$ cat config.mk
export PLATFORM = sky130hd
export DESIGN_NAME = array_table_search_sort_engine_flat
export DESIGN_NICKNAME = d
export VERILOG_FILES = /design/src/rtl/atsse_pkg.sv /design/src/rtl/atsse_req_if.sv /design/src/rtl/atsse_rsp_if.sv /design/src/rtl/atsse_cmp.sv /design/src/rtl/array_table_search_sort_engine.sv /design/src/flat_wrapper.sv
export SDC_FILE = /design/constraint.sdc
export NUM_CORES = 2
export LEC_CHECK = 0
export BUFFER_PORTS_ARGS = -buffer_cell sky130_fd_sc_hd__buf_2
export CAP_MARGIN = 20
export CORE_AREA = 2 2 557 559
export CTS_BUF_LIST = sky130_fd_sc_hd__clkbuf_4 sky130_fd_sc_hd__clkbuf_8 sky130_fd_sc_hd__clkbuf_16
export CTS_CLUSTER_SIZE = 30
export DETAILED_ROUTE_END_ITERATION = 12
export DIE_AREA = 0 0 559 561
export GPL_ROUTABILITY_DRIVEN = 1
export MAX_ROUTING_LAYER = met4
export PLACE_DENSITY = 0.51
export REMOVE_ABC_BUFFERS = 1
export SYNTH_ARGS = -nofsm -noshare
export SYNTH_HDL_FRONTEND = slang
export SYNTH_SLANG_ARGS = --single-unit
$ cat constraint.sdc
create_clock -name clk -period 13.64 [get_ports clk]
set_clock_uncertainty 0.1 [all_clocks]
set_input_delay 0 -clock clk [delete_from_list [all_inputs] [get_ports clk]]
set_output_delay 0 -clock clk [all_outputs]
set_load 0.005 [all_outputs]
$ cat src/rtl/atsse_pkg.sv
// ----------------------------------------------------------------------------
// atsse_pkg: shared types for the table search and sort engine
// Operation and status codes, sequencer states and the compare result bundle.
// ----------------------------------------------------------------------------
`default_nettype none

package atsse_pkg;

	localparam int OP_W    = 3;
	localparam int VALUE_W = 32;
	localparam int POS_W   = 7;
	localparam int FIDX_W  = 6;
	localparam int CNT_W   = 7;

	typedef enum logic [OP_W-1:0] {
		OP_CLEAR   = 3'd0,
		OP_APPEND  = 3'd1,
		OP_INSERT  = 3'd2,
		OP_DELETE  = 3'd3,
		OP_LSEARCH = 3'd4,
		OP_BSEARCH = 3'd5,
		OP_SORT    = 3'd6,
		OP_READ    = 3'd7
	} op_t;

	typedef enum logic [1:0] {
		ST_OK    = 2'd0,
		ST_FULL  = 2'd1,
		ST_RANGE = 2'd2,
		ST_EMPTY = 2'd3
	} status_t;

	typedef enum logic [3:0] {
		S_IDLE,
		S_SHIFT_RD,
		S_SHIFT_WR,
		S_LIN_RD,
		S_LIN_CMP,
		S_BIN_RD,
		S_BIN_CMP,
		S_SORT_RDT,
		S_SORT_LDT,
		S_SORT_CMP,
		S_SORT_PUT,
		S_READ_RD,
		S_READ_CAP,
		S_DONE
	} state_t;

	typedef struct packed {
		logic eq;
		logic gt;
	} cmp_t;

endpackage

`default_nettype wire

$ cat src/rtl/atsse_req_if.sv
// ----------------------------------------------------------------------------
// atsse_req_if: request channel
// Carries one table operation with its operand value and position.
// ----------------------------------------------------------------------------
`default_nettype none

interface atsse_req_if;
	import atsse_pkg::*;

	logic                       valid;
	logic                       ready;
	op_t                        op;
	logic signed [VALUE_W-1:0]  value;
	logic        [POS_W-1:0]    position;

	modport source (output valid, op, value, position, input ready);
	modport sink   (input valid, op, value, position, output ready);
endinterface

`default_nettype wire

$ cat src/rtl/atsse_rsp_if.sv
// ----------------------------------------------------------------------------
// atsse_rsp_if: result channel
// Carries the status, search outcome, read data and entry count of one request.
// ----------------------------------------------------------------------------
`default_nettype none

interface atsse_rsp_if;
	import atsse_pkg::*;

	logic                       valid;
	logic                       ready;
	status_t                    status;
	logic                       hit;
	logic        [FIDX_W-1:0]   found_index;
	logic signed [VALUE_W-1:0]  read_value;
	logic        [CNT_W-1:0]    entry_count;

	modport source (output valid, status, hit, found_index, read_value, entry_count,
		input ready);
	modport sink   (input valid, status, hit, found_index, read_value, entry_count,
		output ready);
endinterface

`default_nettype wire

$ cat src/rtl/atsse_cmp.sv
// ----------------------------------------------------------------------------
// atsse_cmp: shared word comparator
// Equality and signed greater-than of a table word against the held key.
// ----------------------------------------------------------------------------
`default_nettype none

module atsse_cmp #(
	parameter int WORD_BITS = 32
) (
	input  logic [WORD_BITS-1:0] a,
	input  logic [WORD_BITS-1:0] b,
	output atsse_pkg::cmp_t      res
);
	assign res.eq = (a == b);
	assign res.gt = ($signed(a) > $signed(b));
endmodule

`default_nettype wire

$ cat src/rtl/array_table_search_sort_engine.sv
// ----------------------------------------------------------------------------
// array_table_search_sort_engine: bounded table with insert, delete, search, sort
// Insert and delete shift one entry per step, searches make one probe per step and sort
// moves entries one by one; the pace of all of them is set by the single table port,
// read and written once per step.
// One request at a time: ready is low from acceptance until the result reaches the
// output register. Reset empties the count and the output register, not the words.
// ----------------------------------------------------------------------------
`default_nettype none

module array_table_search_sort_engine #(
	parameter int DEPTH     = 64,
	parameter int WORD_BITS = 32
) (
	input  logic        clk,
	input  logic        arst_n,
	atsse_req_if.sink   req,
	atsse_rsp_if.source rsp
);
	import atsse_pkg::*;

	localparam int AW = $clog2(DEPTH);
	localparam int CW = $clog2(DEPTH + 1);
	localparam int PW = (CW > POS_W) ? CW : POS_W;

	state_t state_q, state_d;

	logic [CW-1:0]        count_q;
	logic [CW-1:0]        idx_q;
	logic [CW-1:0]        j_q;
	logic [CW-1:0]        lo_q;
	logic [CW-1:0]        hx_q;
	logic [CW-1:0]        pos_q;
	op_t                  op_q;
	logic [WORD_BITS-1:0] key_q;

	status_t              status_q;
	logic                 hit_q;
	logic [CW-1:0]        fidx_q;
	logic [WORD_BITS-1:0] rd_q;

	logic                 out_valid_q;
	status_t              out_status_q;
	logic                 out_hit_q;
	logic [FIDX_W-1:0]    out_fidx_q;
	logic [VALUE_W-1:0]   out_rd_q;
	logic [CNT_W-1:0]     out_cnt_q;

	logic [WORD_BITS-1:0] mem [DEPTH];
	logic [WORD_BITS-1:0] rdata_q;
	logic                 mem_we;
	logic [AW-1:0]        mem_waddr;
	logic [AW-1:0]        mem_raddr;
	logic [WORD_BITS-1:0] mem_wdata;

	logic                 req_ready;
	logic                 accept;
	logic                 load_out;
	logic [WORD_BITS-1:0] word_in;
	logic [PW-1:0]        pos_ext;
	logic [PW-1:0]        cnt_ext;
	logic                 full;
	logic                 empty;
	logic                 pos_le_cnt;
	logic                 pos_lt_cnt;
	status_t              accept_status;
	logic                 ins;
	logic                 shift_more;
	logic [CW-1:0]        idx_up;
	logic [CW-1:0]        idx_dn;
	logic [CW-1:0]        jm2;
	logic [CW:0]          mid_sum;
	logic [CW-1:0]        mid;
	cmp_t                 cmp;

	atsse_cmp #(.WORD_BITS(WORD_BITS)) u_cmp (
		.a   (rdata_q),
		.b   (key_q),
		.res (cmp)
	);

	assign req_ready  = (state_q == S_IDLE);
	assign accept     = req.valid && req_ready;
	assign word_in    = WORD_BITS'($signed(req.value));
	assign pos_ext    = PW'(req.position);
	assign cnt_ext    = PW'(count_q);
	assign full       = (count_q == CW'(DEPTH));
	assign empty      = (count_q == '0);
	assign pos_le_cnt = (pos_ext <= cnt_ext);
	assign pos_lt_cnt = (pos_ext < cnt_ext);

	assign ins        = (op_q == OP_INSERT);
	assign idx_up     = idx_q + CW'(1);
	assign idx_dn     = idx_q - CW'(1);
	assign jm2        = j_q - CW'(2);
	// Insert walks down from the old count to the slot; delete walks up from the slot.
	assign shift_more = ins ? (idx_q > pos_q) : (idx_up < count_q);
	// Probe the middle of the half-open range [lo, hx), rounding down.
	assign mid_sum    = {1'b0, lo_q} + {1'b0, hx_q} - (CW+1)'(1);
	assign mid        = mid_sum[CW:1];

	always_comb begin
		unique case (req.op)
			OP_APPEND:             accept_status = full ? ST_FULL : ST_OK;
			OP_INSERT:             accept_status = full ? ST_FULL :
				(!pos_le_cnt ? ST_RANGE : ST_OK);
			OP_DELETE, OP_READ:    accept_status = empty ? ST_EMPTY :
				(!pos_lt_cnt ? ST_RANGE : ST_OK);
			OP_LSEARCH, OP_BSEARCH: accept_status = empty ? ST_EMPTY : ST_OK;
			OP_CLEAR, OP_SORT:     accept_status = ST_OK;
		endcase
	end

	// Next state.
	always_comb begin
		state_d = state_q;
		unique case (state_q)
			S_IDLE: begin
				if (req.valid) begin
					unique case (req.op)
						OP_CLEAR, OP_APPEND: state_d = S_DONE;
						OP_INSERT:  state_d = (full || !pos_le_cnt) ? S_DONE : S_SHIFT_RD;
						OP_DELETE:  state_d = (empty || !pos_lt_cnt) ? S_DONE : S_SHIFT_RD;
						OP_LSEARCH: state_d = empty ? S_DONE : S_LIN_RD;
						OP_BSEARCH: state_d = empty ? S_DONE : S_BIN_RD;
						OP_SORT:    state_d = (count_q < CW'(2)) ? S_DONE : S_SORT_RDT;
						OP_READ:    state_d = (empty || !pos_lt_cnt) ? S_DONE : S_READ_RD;
					endcase
				end
			end
			S_SHIFT_RD: state_d = shift_more ? S_SHIFT_WR : S_DONE;
			S_SHIFT_WR: state_d = S_SHIFT_RD;
			S_LIN_RD:   state_d = S_LIN_CMP;
			S_LIN_CMP:  state_d = (cmp.eq || idx_up == count_q) ? S_DONE : S_LIN_RD;
			S_BIN_RD:   state_d = (lo_q < hx_q) ? S_BIN_CMP : S_DONE;
			S_BIN_CMP:  state_d = cmp.eq ? S_DONE : S_BIN_RD;
			S_SORT_RDT: state_d = S_SORT_LDT;
			S_SORT_LDT: state_d = S_SORT_CMP;
			S_SORT_CMP: state_d = (!cmp.gt || j_q == CW'(1)) ? S_SORT_PUT : S_SORT_CMP;
			S_SORT_PUT: state_d = (idx_up < count_q) ? S_SORT_RDT : S_DONE;
			S_READ_RD:  state_d = S_READ_CAP;
			S_READ_CAP: state_d = S_DONE;
			S_DONE:     state_d = (!out_valid_q || rsp.ready) ? S_IDLE : S_DONE;
			default:    state_d = S_IDLE;
		endcase
	end

	// Table port control and result hand-off.
	always_comb begin
		mem_we    = 1'b0;
		mem_waddr = idx_q[AW-1:0];
		mem_wdata = rdata_q;
		mem_raddr = idx_q[AW-1:0];
		load_out  = 1'b0;
		unique case (state_q)
			S_IDLE: begin
				if (accept && req.op == OP_APPEND && !full) begin
					mem_we    = 1'b1;
					mem_waddr = count_q[AW-1:0];
					mem_wdata = word_in;
				end
			end
			S_SHIFT_RD: begin
				mem_raddr = ins ? idx_dn[AW-1:0] : idx_up[AW-1:0];
				if (ins && !shift_more) begin
					mem_we    = 1'b1;
					mem_waddr = pos_q[AW-1:0];
					mem_wdata = key_q;
				end
			end
			S_SHIFT_WR: mem_we = 1'b1;
			S_BIN_RD:   mem_raddr = mid[AW-1:0];
			S_SORT_LDT: mem_raddr = idx_dn[AW-1:0];
			S_SORT_CMP: begin
				mem_raddr = jm2[AW-1:0];
				if (cmp.gt) begin
					mem_we    = 1'b1;
					mem_waddr = j_q[AW-1:0];
				end
			end
			S_SORT_PUT: begin
				mem_we    = 1'b1;
				mem_waddr = j_q[AW-1:0];
				mem_wdata = key_q;
			end
			S_READ_RD:  mem_raddr = pos_q[AW-1:0];
			S_DONE:     load_out  = !out_valid_q || rsp.ready;
			default: begin
			end
		endcase
	end

	always_ff @(posedge clk) begin
		if (mem_we) begin
			mem[mem_waddr] <= mem_wdata;
		end
		rdata_q <= mem[mem_raddr];
	end

	always_ff @(posedge clk or negedge arst_n) begin
		if (!arst_n) begin
			state_q     <= S_IDLE;
			count_q     <= '0;
			out_valid_q <= 1'b0;
		end else begin
			state_q <= state_d;
			if (accept && req.op == OP_CLEAR) begin
				count_q <= '0;
			end else if (accept && req.op == OP_APPEND && !full) begin
				count_q <= count_q + CW'(1);
			end else if (state_q == S_SHIFT_RD && !shift_more) begin
				count_q <= ins ? count_q + CW'(1) : count_q - CW'(1);
			end
			if (load_out) begin
				out_valid_q <= 1'b1;
			end else if (rsp.ready) begin
				out_valid_q <= 1'b0;
			end
		end
	end

	always_ff @(posedge clk) begin
		unique case (state_q)
			S_IDLE: begin
				if (accept) begin
					op_q     <= req.op;
					key_q    <= word_in;
					pos_q    <= CW'(req.position);
					status_q <= accept_status;
					hit_q    <= 1'b0;
					fidx_q   <= '0;
					rd_q     <= '0;
					lo_q     <= '0;
					hx_q     <= count_q;
					unique case (req.op)
						OP_INSERT: idx_q <= count_q;
						OP_DELETE: idx_q <= CW'(req.position);
						OP_SORT:   idx_q <= CW'(1);
						default:   idx_q <= '0;
					endcase
				end
			end
			S_SHIFT_WR: idx_q <= ins ? idx_dn : idx_up;
			S_LIN_CMP: begin
				if (cmp.eq) begin
					hit_q  <= 1'b1;
					fidx_q <= idx_q;
				end else begin
					idx_q <= idx_up;
				end
			end
			S_BIN_RD: idx_q <= mid;
			S_BIN_CMP: begin
				if (cmp.eq) begin
					hit_q  <= 1'b1;
					fidx_q <= idx_q;
				end else if (cmp.gt) begin
					hx_q <= idx_q;
				end else begin
					lo_q <= idx_up;
				end
			end
			S_SORT_LDT: begin
				key_q <= rdata_q;
				j_q   <= idx_q;
			end
			S_SORT_CMP: begin
				if (cmp.gt) begin
					j_q <= j_q - CW'(1);
				end
			end
			S_SORT_PUT: idx_q <= idx_up;
			S_READ_CAP: rd_q  <= rdata_q;
			default: begin
			end
		endcase
	end

	always_ff @(posedge clk) begin
		if (load_out) begin
			out_status_q <= status_q;
			out_hit_q    <= hit_q;
			out_fidx_q   <= FIDX_W'(fidx_q);
			out_rd_q     <= VALUE_W'($signed(rd_q));
			out_cnt_q    <= CNT_W'(count_q);
		end
	end

	assign req.ready       = req_ready;
	assign rsp.valid       = out_valid_q;
	assign rsp.status      = out_status_q;
	assign rsp.hit         = out_hit_q;
	assign rsp.found_index = out_fidx_q;
	assign rsp.read_value  = out_rd_q;
	assign rsp.entry_count = out_cnt_q;

endmodule

`default_nettype wire

$ cat src/flat_wrapper.sv
// flat-port wrapper written by rule: the top's interface ports become plain ports
module array_table_search_sort_engine_flat import atsse_pkg::*;
#(
	parameter int DEPTH     = 64,
	parameter int WORD_BITS = 32
)
  (clk, arst_n, req_valid, req_op, req_value, req_position, req_ready, rsp_valid, rsp_status, rsp_hit, rsp_found_index, rsp_read_value, rsp_entry_count, rsp_ready);
  atsse_req_if req_i ();
  atsse_rsp_if rsp_i ();
  input  logic clk;
  input  logic arst_n;
  input wire logic [$bits(req_i.valid)-1:0] req_valid;
  input wire logic [$bits(req_i.op)-1:0] req_op;
  input wire logic [$bits(req_i.value)-1:0] req_value;
  input wire logic [$bits(req_i.position)-1:0] req_position;
  output wire logic [$bits(req_i.ready)-1:0] req_ready;
  output wire logic [$bits(rsp_i.valid)-1:0] rsp_valid;
  output wire logic [$bits(rsp_i.status)-1:0] rsp_status;
  output wire logic [$bits(rsp_i.hit)-1:0] rsp_hit;
  output wire logic [$bits(rsp_i.found_index)-1:0] rsp_found_index;
  output wire logic [$bits(rsp_i.read_value)-1:0] rsp_read_value;
  output wire logic [$bits(rsp_i.entry_count)-1:0] rsp_entry_count;
  input wire logic [$bits(rsp_i.ready)-1:0] rsp_ready;
  assign req_i.valid = req_valid;
  assign req_i.op = req_op;
  assign req_i.value = req_value;
  assign req_i.position = req_position;
  assign req_ready = req_i.ready;
  assign rsp_valid = rsp_i.valid;
  assign rsp_status = rsp_i.status;
  assign rsp_hit = rsp_i.hit;
  assign rsp_found_index = rsp_i.found_index;
  assign rsp_read_value = rsp_i.read_value;
  assign rsp_entry_count = rsp_i.entry_count;
  assign rsp_i.ready = rsp_ready;
  array_table_search_sort_engine #(.DEPTH(DEPTH), .WORD_BITS(WORD_BITS)) u_core (.clk(clk), .arst_n(arst_n), .req(req_i), .rsp(rsp_i));
endmodule
==> run_results.csv <==
group,metric,value,unit
place,dpl_cell_area,97530,um2
synthesis,synth-warning-count,0,
clock_network,post_cts_buffers,0,
worst_setup_path,slowest_stage,"nor4_1",
global_route,grt_use_total,19.38,%
global_route,grt_pass1_vias,57300,
drt,drc,0,
global_route,overflow,0,
synthesis,seq_area_frac_synth,73.14,%
cells_and_area,multiInputGateArea,22780,um2
global_route,grt_antenna_before_repair,16,
synthesis,synthCells,7212,
timing,fmax,137.3,MHz
die,die_area,313600,um2
job,maxCapViolCount,0,
worst_setup_path,cp_common_cell,"buf_4",
worst_setup_path,critical_path_arrival,7.85,ns
timing,rsz0062_at_grt,"false",
synthesis,synth-async-reset-ratio,0.5331,%
drt,dr_total_vias,60770,
synthesis,synthesis.area,91900,um2
clock_network,cts.clk_slew.worst_paths,0.06,ns
timing,min_period,7.284,ns
die,std_cell_rows,204,
drt,drt_first_pass_iters,7,
drt,wl,303900,um
synthesis,synth-edff-count,2207,
timing,relSlewSlack,19.38,%
timing,fin_crit_sh,53.40,%
global_route,grt_first_pass_wirelength,431900,um
cells_and_area,area_growth,15.44,%
synthesis,synth_seq_cells,2251,
synthesis,avgSynthCellArea,12.74,um2
timing,finalSetupViolCount,0,
cells_and_area,drive_above_1_share,11.60,%
clock_network,cts.repair.resized,0,
drt,viasPerCell,5.196,
worst_setup_path,end_kind,"flop",
worst_setup_path,worstPathRequired,14.21,ns
clock_network,postCtsHoldBufs,87,
worst_setup_path,crit_path_max_fanout,99,
worst_setup_path,cp.buffers_inverters,4,
place,place.gp.congestion,0.8826,
die,ioPinCount,96,
worst_setup_path,path_cells,"inv_1 -> ha_1 -> mux2_2 -> or3_1 -> o211ai_2 -> mux2_8 -> buf_4 -> buf_4 -> buf_4 -> nand2_1 -> nand3_1 -> a21oi_1 -> nor3_1 -> nand2_1 -> nor4_1",
die,fp.dieH,561,um
status,run_status,"completed",
place,port_buffers,95,
clock_network,cts_num_sinks,2251,
timing,worstMarginPinSlew,1.209,ns
min_path,hp-class,"in -> reg",
drt,drtAntennaViolNets,0,
die,initial_utilization,29.88,%
clock_network,cts_tree,"built",
worst_setup_path,critical_path.top_delay_family,"buffers and inverters",
cells_and_area,fillers,29880,
die,die_w,559,um
worst_setup_path,path_class,"reg -> reg",
synthesis,synthFlopType,"edfxtp_1",
cells_and_area,fin_area,106100,um2
timing,slew_viol_final,0,
timing,final_hold_viol_count,0,
place,dpl.hpwl,173600,um
global_route,grt_max_degree,177,
clock_network,clk_path_buf_depth,3,
synthesis,synth.distinct_cells,107,
drt,drtIter0Drc,7887,
drt,post_drt_wl_per_cell,25.98,um
clock_network,clk_latency,0.89,ns
clock_network,htreeDepth,4,
die,coreArea,307600,um2
worst_setup_path,start_kind,"flop",
cells_and_area,finalNetCount,7500,
clock_network,cts_root_buffer,"clkbuf_16",
worst_setup_path,slowest_delay,0.88,ns
clock_network,cts_made_buffers,228,
cells_and_area,regArea,67210,um2
cells in the mapped netlist, types with 21 or more instances:
master | instances | area [um2]
nor2_1 | 131 | 491.7
o22ai_1 | 81 | 506.7
a222oi_1 | 32 | 320.3
and3_1 | 88 | 550.5
or3_1 | 21 | 131.4
buf_1 | 25 | 93.84
clkbuf_1 | 147 | 551.8
edfxtp_1 | 2207 | 66270
nor4_1 | 66 | 412.9
and2_1 | 38 | 237.7
a21oi_1 | 416 | 2082
inv_1 | 121 | 454.2
dfxtp_1 | 32 | 640.6
nand3_1 | 804 | 4024
nand2_1 | 2120 | 7958
ha_1 | 79 | 988.5
mux4_2 | 42 | 945.9
a31oi_1 | 83 | 519.3
o21ai_0 | 96 | 480.5
nor3_1 | 54 | 270.3
buf_2 | 228 | 1141
state kept, by name, summed over array words and instances, names as in the netlist, 32 cells and up:
signal / count
u_core.key_q: 32
u_core.mem: 2048
u_core.rd_q: 32
u_core.rdata_q: 32
u_core.rsp.read_value: 32
layout by cell type (no fill, tap or decap), types with 38 or more instances in the layout:
master	instances
a21oi_1	415
a31oi_1	83
and2_1	38
and3_1	87
buf_2	98
buf_4	164
clkbuf_16	230
clkbuf_4	67
dlygate4sd3_1	87
edfxtp_1	2207
ha_1	79
inv_1	89
mux4_2	42
nand2_1	2120
nand3_1	802
nor2_1	67
nor2_4	64
nor3_1	50
nor4_1	57
o21ai_0	94
o22ai_1	81
worst min-delay path, stage by stage:
cell           delay, ns
dlygate4sd3_1       0.52
buf_2               0.27
nand2_1             0.08
nand2_1             0.07
worst paths after layout:
path / from / endpoint / slack [ns] / cells past startpoint
min reg2reg: u_core.rd_q[8] / u_core.rsp.read_value[8] / 0.32 / 0
max reg2reg: u_core.idx_q[0] / u_core.rdata_q[15] / 6.36 / 15
max: u_core.idx_q[0] / u_core.rdata_q[15] / 6.36 / 15
min in group asynchronous: arst_n / u_core.state_q[1] / 0.19 / 3
min: req_value[15] / u_core.key_q[15] / 0.09 / 4
max in group asynchronous: arst_n / u_core.cnt_ext[4] / 12.82 / 3
per-stage QoR:
stage	setup WS [ns]	setup TNS, ns	hold WS, ns	util (%)	instances
2_1_floorplan	-7.564	-189.77	-0.3956	-	6781
3_3_place_gp	6.554	0	-0.1730	31.68	11170
3_5_place_dp	6.478	0	-0.1624	31.71	11170
4_1_cts	6.461	0	0.01192	34.46	11680
5_1_grt	6.106	0	0.03897	34.49	11690
6_report	6.356	0	0.08803	34.49	11700
routing by layer:
layer	global-route usage [%]	routed length, um	vias up
met2	29.40	138800	2689
met3	2.979	23730	489
met1	26.36	129500	31020
met5	-	0	-
li1	-	-	26580
met4	6.908	11880	0
cell type report:
type                    count  share of cell area (%)
inverters                 122                  0.4317
diodes                      8                 0.01887
clock buffers             308                   6.042
flip-flops and latches   2251                   63.36
well taps                4120                   4.859
multi-input cells        4408                   21.47
repair buffers            363                   2.715
clock inverters           116                   1.104
logic make-up (layout without fill, tap and decap cells):
kind of cell,count (synthesis),after routing,share of synthesized area (%)
simple gates,3415,3415,16.14
flops,2251,2251,73.14
compound gates,833,833,5.468
buf+inv,553,909,2.741
fa+ha+maj,80,80,1.097
mux,52,52,1.150
xor+xnor,28,28,0.2669
other cells,0,8,0
Power is not shown: default switching activity piles up to over one toggle a cycle in this logic, so the estimate is an artifact.
